### config.mk
export PLATFORM = sky130hd
export DESIGN_NAME = pid_hbridge_current_controller
export DESIGN_NICKNAME = d
export VERILOG_FILES = /design/src/hbc_pkg.sv /design/src/hbc_cfg_regs.sv /design/src/hbc_pid_core.sv /design/src/hbc_duty.sv /design/src/pid_hbridge_current_controller.sv
export SDC_FILE = /design/constraint.sdc
export NUM_CORES = 2
export LEC_CHECK = 0
export ABC_AREA = 1
export BUFFER_PORTS_ARGS = -buffer_cell sky130_fd_sc_hd__buf_2
export CAP_MARGIN = 30
export CORE_MARGIN = 4
export CORE_UTILIZATION = 37
export CTS_CLUSTER_SIZE = 20
export DETAILED_ROUTE_END_ITERATION = 8
export GPL_TIMING_DRIVEN = 0
export PLACE_DENSITY_LB_ADDON = 0.3
export SLEW_MARGIN = 10
export SYNTH_ARGS = -nofsm -noshare
export SYNTH_HDL_FRONTEND = slang
export SYNTH_HIERARCHICAL = 1
export SYNTH_SLANG_ARGS = --single-unit
### constraint.sdc
create_clock -name clk -period 20.5 [get_ports clk]
set_clock_uncertainty 0.05 [all_clocks]
set_input_delay 1.025 -clock clk [delete_from_list [all_inputs] [get_ports clk]]
set_output_delay 1.025 -clock clk [all_outputs]
set_load 0.01 [all_outputs]
### src/hbc_pkg.sv
// ----------------------------------------------------------------------------
// hbc_pkg: shared types and constants of the H-bridge current controller
// Register indexes, field widths and the configuration bundle.
// ----------------------------------------------------------------------------
package hbc_pkg;

  // Field widths.
  localparam int unsigned CurW    = 16;  // Q3.12 current input
  localparam int unsigned ErrW    = 17;  // error, Q4.12
  localparam int unsigned SumW    = 32;  // error sum
  localparam int unsigned GainW   = 18;  // Q.8 / Q.16 gains
  localparam int unsigned VoltW   = 17;  // Q4.12 command
  localparam int unsigned LimW    = 16;  // supply limit
  localparam int unsigned DgW     = 24;  // duty gain
  localparam int unsigned DutyW   = 8;   // PWM counts
  localparam int unsigned CfgIdxW = 3;
  localparam int unsigned CfgDatW = 24;
  localparam int unsigned InDatW  = 32;
  localparam int unsigned OutDatW = 40;

  // Configuration register indexes.
  typedef enum logic [CfgIdxW-1:0] {
    REG_PROP_GAIN     = 3'd0,
    REG_INTEG_GAIN_TS = 3'd1,
    REG_DERIV_GAIN_TS = 3'd2,
    REG_VOLT_OFFSET   = 3'd3,
    REG_SUPPLY_LIMIT  = 3'd4,
    REG_DUTY_GAIN     = 3'd5
  } cfg_idx_t;

  // Reset values of the registers.
  localparam logic [GainW-1:0]        PropGainRst   = 18'd25600;
  localparam logic [GainW-1:0]        IntegGainRst  = 18'd0;
  localparam logic [GainW-1:0]        DerivGainRst  = 18'd0;
  localparam logic signed [VoltW-1:0] VoltOffsetRst = 17'sd0;
  localparam logic [LimW-1:0]         SupplyLimRst  = 16'd40960;
  localparam logic [DgW-1:0]          DutyGainRst   = 24'd104448;

  // Largest PWM count.
  localparam logic [DutyW-1:0] DutyMax = 8'd255;

  // Configuration bundle handed to the datapath.
  typedef struct packed {
    logic [GainW-1:0]        prop_gain;
    logic [GainW-1:0]        integral_gain_ts;
    logic [GainW-1:0]        deriv_gain_over_ts;
    logic signed [VoltW-1:0] voltage_offset;
    logic [LimW-1:0]         supply_limit;
    logic [DgW-1:0]          duty_gain;
  } hbc_cfg_t;

endpackage

### src/hbc_cfg_regs.sv
// ----------------------------------------------------------------------------
// hbc_cfg_regs: configuration register file
// Takes one register write per cycle; writes to unknown indexes are dropped.
// ----------------------------------------------------------------------------
module hbc_cfg_regs (
  input  logic                          clk,
  input  logic                          rst_n,
  input  logic                          cfg_valid,
  output logic                          cfg_ready,
  input  logic [hbc_pkg::CfgIdxW-1:0]   cfg_index,
  input  logic [hbc_pkg::CfgDatW-1:0]   cfg_data,
  output hbc_pkg::hbc_cfg_t             cfg_out
);
  import hbc_pkg::*;

  hbc_cfg_t cfg_r;

  assign cfg_ready = 1'b1;
  assign cfg_out   = cfg_r;

  // Register writes, each truncated to its register's width.
  always_ff @(posedge clk) begin
    if (!rst_n) begin
      cfg_r.prop_gain          <= PropGainRst;
      cfg_r.integral_gain_ts   <= IntegGainRst;
      cfg_r.deriv_gain_over_ts <= DerivGainRst;
      cfg_r.voltage_offset     <= VoltOffsetRst;
      cfg_r.supply_limit       <= SupplyLimRst;
      cfg_r.duty_gain          <= DutyGainRst;
    end else if (cfg_valid) begin
      case (cfg_idx_t'(cfg_index))
        REG_PROP_GAIN:     cfg_r.prop_gain          <= cfg_data[GainW-1:0];
        REG_INTEG_GAIN_TS: cfg_r.integral_gain_ts   <= cfg_data[GainW-1:0];
        REG_DERIV_GAIN_TS: cfg_r.deriv_gain_over_ts <= cfg_data[GainW-1:0];
        REG_VOLT_OFFSET:   cfg_r.voltage_offset     <= $signed(cfg_data[VoltW-1:0]);
        REG_SUPPLY_LIMIT:  cfg_r.supply_limit       <= cfg_data[LimW-1:0];
        REG_DUTY_GAIN:     cfg_r.duty_gain          <= cfg_data[DgW-1:0];
        default: ;
      endcase
    end
  end

endmodule

### src/hbc_pid_core.sv
// ----------------------------------------------------------------------------
// hbc_pid_core: PID step with saturating integrator and anti-windup
// Forms the clamped volt command for one item and updates the loop state.
// ----------------------------------------------------------------------------
module hbc_pid_core (
  input  logic                                clk,
  input  logic                                rst_n,
  input  logic                                load,     // item moves on
  input  logic                                upd,      // item is real
  input  logic signed [hbc_pkg::CurW-1:0]     ref_cur,
  input  logic signed [hbc_pkg::CurW-1:0]     meas_cur,
  input  hbc_pkg::hbc_cfg_t                   cfg,
  output logic signed [hbc_pkg::VoltW-1:0]    volt,
  output logic                                clamped
);
  import hbc_pkg::*;

  localparam int unsigned PW = 36;  // proportional and derivative products
  localparam int unsigned IW = 50;  // integral product
  localparam int unsigned AW = 52;  // accumulator, Q.28
  localparam int unsigned VW = AW - 16;

  logic signed [SumW-1:0]  err_sum_r, err_sum_nxt;
  logic signed [ErrW-1:0]  last_err_r;
  logic signed [VoltW-1:0] volt_r, volt_nxt;
  logic                    clamp_r, clamp_nxt;

  logic signed [ErrW-1:0]  err;
  logic signed [ErrW:0]    derr;
  logic signed [SumW:0]    sum_wide;
  logic signed [SumW-1:0]  sum_sat;
  logic signed [PW-1:0]    prod_p, prod_d;
  logic signed [IW-1:0]    prod_i;
  logic signed [AW-1:0]    acc;
  logic signed [VW-1:0]    v_full, lim_pos, lim_neg;
  logic                    over_hi, over_lo, err_pos, err_neg;

  // Error, its change and the saturating sum.
  always_comb begin
    err      = ErrW'($signed({ref_cur[CurW-1], ref_cur}) - $signed({meas_cur[CurW-1], meas_cur}));
    derr     = $signed({err[ErrW-1], err}) - $signed({last_err_r[ErrW-1], last_err_r});
    sum_wide = $signed({err_sum_r[SumW-1], err_sum_r})
             + $signed({{(SumW+1-ErrW){err[ErrW-1]}}, err});
    if (sum_wide[SumW] != sum_wide[SumW-1]) begin
      sum_sat = sum_wide[SumW] ? {1'b1, {(SumW-1){1'b0}}} : {1'b0, {(SumW-1){1'b1}}};
    end else begin
      sum_sat = sum_wide[SumW-1:0];
    end
  end

  // Gain products and the exact sum in Q.28, floored to Q.12.
  always_comb begin
    prod_p = $signed({{(PW-GainW){1'b0}}, cfg.prop_gain})
           * $signed({{(PW-ErrW){err[ErrW-1]}}, err});
    prod_i = $signed({{(IW-GainW){1'b0}}, cfg.integral_gain_ts})
           * $signed({{(IW-SumW){sum_sat[SumW-1]}}, sum_sat});
    prod_d = $signed({{(PW-GainW){1'b0}}, cfg.deriv_gain_over_ts})
           * $signed({{(PW-ErrW-1){derr[ErrW]}}, derr});
    acc = $signed({{(AW-PW-8){prod_p[PW-1]}}, prod_p, 8'b0})
        + $signed({{(AW-IW){prod_i[IW-1]}}, prod_i})
        + $signed({{(AW-PW-8){prod_d[PW-1]}}, prod_d, 8'b0})
        + $signed({{(AW-VoltW-16){cfg.voltage_offset[VoltW-1]}}, cfg.voltage_offset, 16'b0});
    v_full = acc[AW-1:16];
  end

  // Clamp to the supply and decide on anti-windup.
  always_comb begin
    lim_pos = $signed({{(VW-LimW){1'b0}}, cfg.supply_limit});
    lim_neg = -lim_pos;
    over_hi = v_full > lim_pos;
    over_lo = v_full < lim_neg;
    err_pos = !err[ErrW-1] && (err != '0);
    err_neg = err[ErrW-1];
    if (over_hi) begin
      volt_nxt = lim_pos[VoltW-1:0];
    end else if (over_lo) begin
      volt_nxt = lim_neg[VoltW-1:0];
    end else begin
      volt_nxt = v_full[VoltW-1:0];
    end
    clamp_nxt = over_hi || over_lo;
    if ((over_hi && err_pos) || (over_lo && err_neg)) begin
      err_sum_nxt = err_sum_r;
    end else begin
      err_sum_nxt = sum_sat;
    end
  end

  // Loop state advances once per real item.
  always_ff @(posedge clk) begin
    if (!rst_n) begin
      err_sum_r  <= '0;
      last_err_r <= '0;
    end else if (load && upd) begin
      err_sum_r  <= err_sum_nxt;
      last_err_r <= err;
    end
  end

  // Command register.
  always_ff @(posedge clk) begin
    if (load) begin
      volt_r  <= volt_nxt;
      clamp_r <= clamp_nxt;
    end
  end

  assign volt    = volt_r;
  assign clamped = clamp_r;

endmodule

### src/hbc_duty.sv
// ----------------------------------------------------------------------------
// hbc_duty: PWM duty scaling and bridge side steering
// Scales the command magnitude to 8-bit counts and registers the result item.
// ----------------------------------------------------------------------------
module hbc_duty (
  input  logic                              clk,
  input  logic                              load,
  input  logic signed [hbc_pkg::VoltW-1:0]  volt,
  input  logic                              clamped,
  input  logic [hbc_pkg::DgW-1:0]           duty_gain,
  output logic [hbc_pkg::OutDatW-1:0]       result
);
  import hbc_pkg::*;

  localparam int unsigned MW = LimW + DgW;

  logic [LimW-1:0]      mag;
  logic [MW-1:0]        prod;
  logic [MW-DgW-1:0]    duty_raw;
  logic [DutyW-1:0]     duty;
  logic [DutyW-1:0]     right_duty, left_duty;
  logic [OutDatW-1:0]   result_r;

  // Magnitude times gain, top bits saturated to one byte.
  always_comb begin
    mag      = volt[VoltW-1] ? LimW'(-volt) : volt[LimW-1:0];
    prod     = {{DgW{1'b0}}, mag} * {{LimW{1'b0}}, duty_gain};
    duty_raw = prod[MW-1:DgW];
    duty     = (duty_raw > {{(MW-DgW-DutyW){1'b0}}, DutyMax}) ? DutyMax : duty_raw[DutyW-1:0];
    right_duty = volt[VoltW-1] ? '0 : duty;
    left_duty  = volt[VoltW-1] ? duty : '0;
  end

  // Result register.
  always_ff @(posedge clk) begin
    if (load) begin
      result_r <= {{(OutDatW-2*DutyW-VoltW-1){1'b0}}, clamped, volt, left_duty, right_duty};
    end
  end

  assign result = result_r;

endmodule

### src/pid_hbridge_current_controller.sv
// ----------------------------------------------------------------------------
// pid_hbridge_current_controller: PID current loop for an H-bridge
// Items pass the input register, then the command and result registers; the
// input register loads at the accepting edge. Throughput: one item per cycle
// while no untaken result stalls the pipe; the PID step closes the error-sum
// loop combinationally. Reset clears the error sum, last error and valid flags
// and loads the configuration defaults; data registers are not reset.
// ----------------------------------------------------------------------------
module pid_hbridge_current_controller (
  input  logic                            clk,
  input  logic                            rst_n,
  // Input stream.
  input  logic                            in_tvalid,
  output logic                            in_tready,
  input  logic [hbc_pkg::InDatW-1:0]      in_tdata,   // reference_current, measured_current
  // Result stream.
  output logic                            out_tvalid,
  input  logic                            out_tready,
  output logic [hbc_pkg::OutDatW-1:0]     out_tdata,  // right_duty, left_duty,
                                                      // voltage_command, clamped, zero pad
  // Configuration writes.
  input  logic                            cfg_valid,
  output logic                            cfg_ready,
  input  logic [hbc_pkg::CfgIdxW-1:0]     cfg_index,
  input  logic [hbc_pkg::CfgDatW-1:0]     cfg_data
);
  import hbc_pkg::*;

  hbc_cfg_t                cfg;
  logic                    adv;
  logic                    in_vld_r, cmd_vld_r, out_vld_r;
  logic signed [CurW-1:0]  ref_r, meas_r;
  logic signed [VoltW-1:0] volt;
  logic                    clamped;

  // The whole pipe moves unless a result sits untaken.
  assign adv        = !out_vld_r || out_tready;
  assign in_tready  = adv;
  assign out_tvalid = out_vld_r;

  // Valid flags for each stage.
  always_ff @(posedge clk) begin
    if (!rst_n) begin
      in_vld_r  <= 1'b0;
      cmd_vld_r <= 1'b0;
      out_vld_r <= 1'b0;
    end else if (adv) begin
      in_vld_r  <= in_tvalid;
      cmd_vld_r <= in_vld_r;
      out_vld_r <= cmd_vld_r;
    end
  end

  // Input register.
  always_ff @(posedge clk) begin
    if (adv) begin
      ref_r  <= $signed(in_tdata[CurW-1:0]);
      meas_r <= $signed(in_tdata[2*CurW-1:CurW]);
    end
  end

  hbc_cfg_regs u_cfg (
    .clk       (clk),
    .rst_n     (rst_n),
    .cfg_valid (cfg_valid),
    .cfg_ready (cfg_ready),
    .cfg_index (cfg_index),
    .cfg_data  (cfg_data),
    .cfg_out   (cfg)
  );

  hbc_pid_core u_core (
    .clk      (clk),
    .rst_n    (rst_n),
    .load     (adv),
    .upd      (in_vld_r),
    .ref_cur  (ref_r),
    .meas_cur (meas_r),
    .cfg      (cfg),
    .volt     (volt),
    .clamped  (clamped)
  );

  hbc_duty u_duty (
    .clk       (clk),
    .load      (adv),
    .volt      (volt),
    .clamped   (clamped),
    .duty_gain (cfg.duty_gain),
    .result    (out_tdata)
  );

endmodule
==> flow_summary.rst <==
.. list-table::
   :header-rows: 1

   * - Metric
     - Value
   * - Number of distinct library cells after synthesis
     - 68
   * - Fraction of layout instances using a drive strength above 1
     - 0.04173
   * - Global-route wire length before repair
     - roughly 360 mm
   * - Min-delay worst type
     - reg2reg
   * - Final hold vios
     - 0
   * - Master cell of the clock root buffer
     - sky130_fd_sc_hd__clkbuf_16
   * - Effective utilization at floorplan
     - 0.3723
   * - Register area
     - 0.005786 mm²
   * - Floorplan die area
     - between 0.2 and 0.25 mm²
   * - Die Wd
     - 448.4 µm
   * - Clock sink count
     - 247
   * - Number of violations of the max-capacitance limit
     - 0
   * - Top_reg_cell synth
     - sky130_fd_sc_hd__dfxtp_1
   * - Y dimension of the die
     - 448.4 µm
   * - Post-synth ARST share
     - 0
   * - Final slew viol count
     - 0
   * - Most frequent cells in the layout
     - sky130_fd_sc_hd__inv_1 (2345), sky130_fd_sc_hd__nand2_1 (1929), sky130_fd_sc_hd__fa_1 (1423)
   * - Final setup vio count
     - 0
   * - Mapped cell area
     - 0.07176 mm²
   * - Pin count of the biggest net entering global routing
     - 47
   * - Number of flip-flops and latches in the synthesized netlist
     - 247
   * - Clock Pin Slew Worst Setup and Hold Paths
     - about 60 ps
   * - Synth Instances
     - 9266
   * - Post-DR wirelength/cell
     - 19.58 µm
   * - Placeable core region
     - 0.1928 mm²
   * - Category of the most critical setup path
     - reg2reg
   * - Drt first-iter violations
     - 4781
   * - Worst-Skew Late Latency
     - 650 ps
   * - Library cell occupying the most area in the post-synthesis netlist
     - sky130_fd_sc_hd__fa_1
   * - Actual transition at the worst max-transition pin
     - 1035 ps
   * - Slowest stage delay, CP
     - 570 ps
   * - Port Buffers
     - just under 100
   * - Met2 WL
     - 110.0 mm
   * - Total of fill cells in the finished design
     - 20065
   * - Maximum operating frequency
     - 51.91 MHz
   * - DRC violations left
     - 0
   * - Hold bufs inserted after CTS
     - 0
   * - Clock period minus worst slack
     - 19260 ps
   * - Met3 WL
     - ~17 mm
   * - Max layer used
     - met4
   * - Worst setup slack before clock tree synthesis
     - -266.1 ps
   * - Main area contributors after synthesis
     - sky130_fd_sc_hd__fa_1 (40%), sky130_fd_sc_hd__inv_1 (12%), sky130_fd_sc_hd__ha_1 (11%)
   * - Count of flip-flops with a built-in enable after synthesis
     - 84
   * - Final Non-Filler Cells
     - 11977
   * - Area fraction of the dominant cell type after synthesis
     - 0.3970
   * - DR vias/cell
     - around 5.0
   * - Final design area excluding fillers
     - 0.07685 mm²
   * - Period Utilization, post-route
     - 0.9397
   * - CTS tree
     - built
   * - Met1 Routed Length
     - between 90 and 100 mm
   * - Most numerous cell on the critical path
     - sky130_fd_sc_hd__nand2_1
   * - Net count, final
     - ~12000
   * - Share of synthesized area occupied by flip-flops and latches
     - 0.08062
   * - Detailed-routing iteration count for the pre-antenna-repair pass
     - 6
   * - Inserted Clock Buffers
     - 31
   * - Number of buffers on the longest clock path
     - 3
   * - Antenna viol nets, final
     - 0
   * - Area occupied by multi-input gates
     - 0.05585 mm²
   * - Worst setup EP type
     - flip-flop
   * - Routed vias
     - 59802
   * - Critical-path top delay cell
     - sky130_fd_sc_hd__fa_1
   * - Required time of the critical path
     - 20790 ps
   * - Worst path arrival time
     - 19560 ps
   * - Instance area at placement
     - ~0.076 mm²
   * - Maximum fanout encountered on the critical timing path
     - 10
   * - Worst slew margin relative to its limit
     - 0.3099
   * - Overflow after GRT
     - 0
   * - Post-synthesis average cell area
     - 7.745 µm²
   * - Total number of yosys warnings
     - 6
   * - WL final
     - 234.5 mm
   * - # placed instances
     - roughly 12000
   * - Fin worst setup slack
     - 1236 ps
   * - Row cnt
     - 161
   * - Result of the run
     - completed
   * - HPWL after detailed placement
     - a little over 200 mm
   * - Commonest non-fill, non-tap cell in the layout
     - sky130_fd_sc_hd__inv_1
   * - Type of element launching the critical path
     - flip-flop
   * - Total I/O pin count
     - around 110
   * - GRT Util Overall
     - 0.2344
   * - Maximum level of the CTS H-tree
     - 1
   * - Area delta synth->final
     - 7.084%
   * - Placer Congestion
     - 1.006
   * - Fraction of the core area covered by cells at the end of the flow
     - 0.3986
   * - Number of antenna violations at the first check in global routing
     - 5
   * - Vias in the first global route
     - around 62000
-- critical path, delay by kind of cell, from the launching register on --
kind | cells | cell delay [ps]
xor gates and xnor gates | 3 | 720
DFF | 1 | 360
AOI/OAI and AO/OA | 28 | 5160
adders and majority gates | 15 | 6470
buffers and inverters | 19 | 2980
and+or+nand+nor | 24 | 3210
-- logic make-up after synthesis --
logic type | after synthesis | share of synthesized area
buffers and inverters | 2671 | 0.1420
other | 2 | 0.0001046
DFF | 247 | 0.08062
AOI/OAI and AO/OA | 646 | 0.05063
and+or+nand+nor | 3445 | 0.1939
adders and majority gates | 2077 | 0.5110
xor gates and xnor gates | 178 | 0.02172
-- cells in the mapped netlist, drive strengths merged (3+ instances only) --
cell,instances
nand3b,16
or2,39
inv,2360
clkbuf,200
and2,3
o221a,3
a211oi,5
nand3,236
o211ai,20
clkinv,37
a21boi,8
a21oi,343
nand4,36
o21a,19
a21o,12
nor3,43
fa,1423
xor2,110
o221ai,3
nand2,1964
edfxtp,84
xnor2,68
nor4,10
dfxtp,163
o21bai,20
nor2,1089
a221oi,4
o31ai,5
a31oi,27
and3,6
o21ai,169
buf,74
ha,654
-- metrics by stage --
stage               TNS [ps]  hold slack, ps
CTS                        0           390.8
global placement      -38.35           368.1
global route          -23.00           391.1
detailed placement     -2625           363.0
floorplan                  0           350.3
finish                     0           386.5
-- cell type report --
| type | instances | share of cell area |
|---|---|---|
| antenna | 10 | 0.0003256 |
| buffer | 272 | 0.01570 |
| tap | 2526 | 0.04113 |
| inverter | 2397 | 0.1174 |
| timing repair buffer | 114 | 0.009101 |
| multi-input combinational | 6353 | 0.7268 |
| sequential | 247 | 0.07529 |
| clock buffer | 41 | 0.01154 |
| clock inverter | 17 | 0.002735 |
-- final timing paths --
path	cells after the start	startpoint	slack [ps]	end
max	89	meas_r[0]$_DFFE_PP_	1240	u_core/volt[2]$_DFFE_PP_
min	0	u_core/clamped$_DFFE_PP_	390	u_duty/result[33]$_DFFE_PP_
max reg2reg	89	meas_r[0]$_DFFE_PP_	1240	u_core/volt[2]$_DFFE_PP_
min reg2reg	0	u_core/clamped$_DFFE_PP_	390	u_duty/result[33]$_DFFE_PP_
-- metal layers --
layer / global-route usage / vias to the layer above
li1: - / 27460
met1: 0.3102 / 29820
met2: 0.3919 / 2114
met3: 0.03070 / 408
met4: 0.08825 / 0
met5: 0 / -
-- state kept, by name, indices dropped and copies added (netlist names) --
name / cells
cmd_vld_r: 1
in_vld_r: 1
meas_r: 16
out_tvalid: 1
ref_r: 16
u_cfg/cfg_out: 111
u_core/clamped: 1
u_core/err_sum_r: 32
u_core/last_err_r: 17
u_core/volt: 17
u_duty/result: 34
-- what timing repair did --
action	CTS	global route
setup buffers	0	7
gates resized for setup	4	44
setup endpoints to repair	16	50
pin swaps	0	1
Power is not shown: default switching activity piles up to over one toggle a cycle in this logic, so the estimate is an artifact.
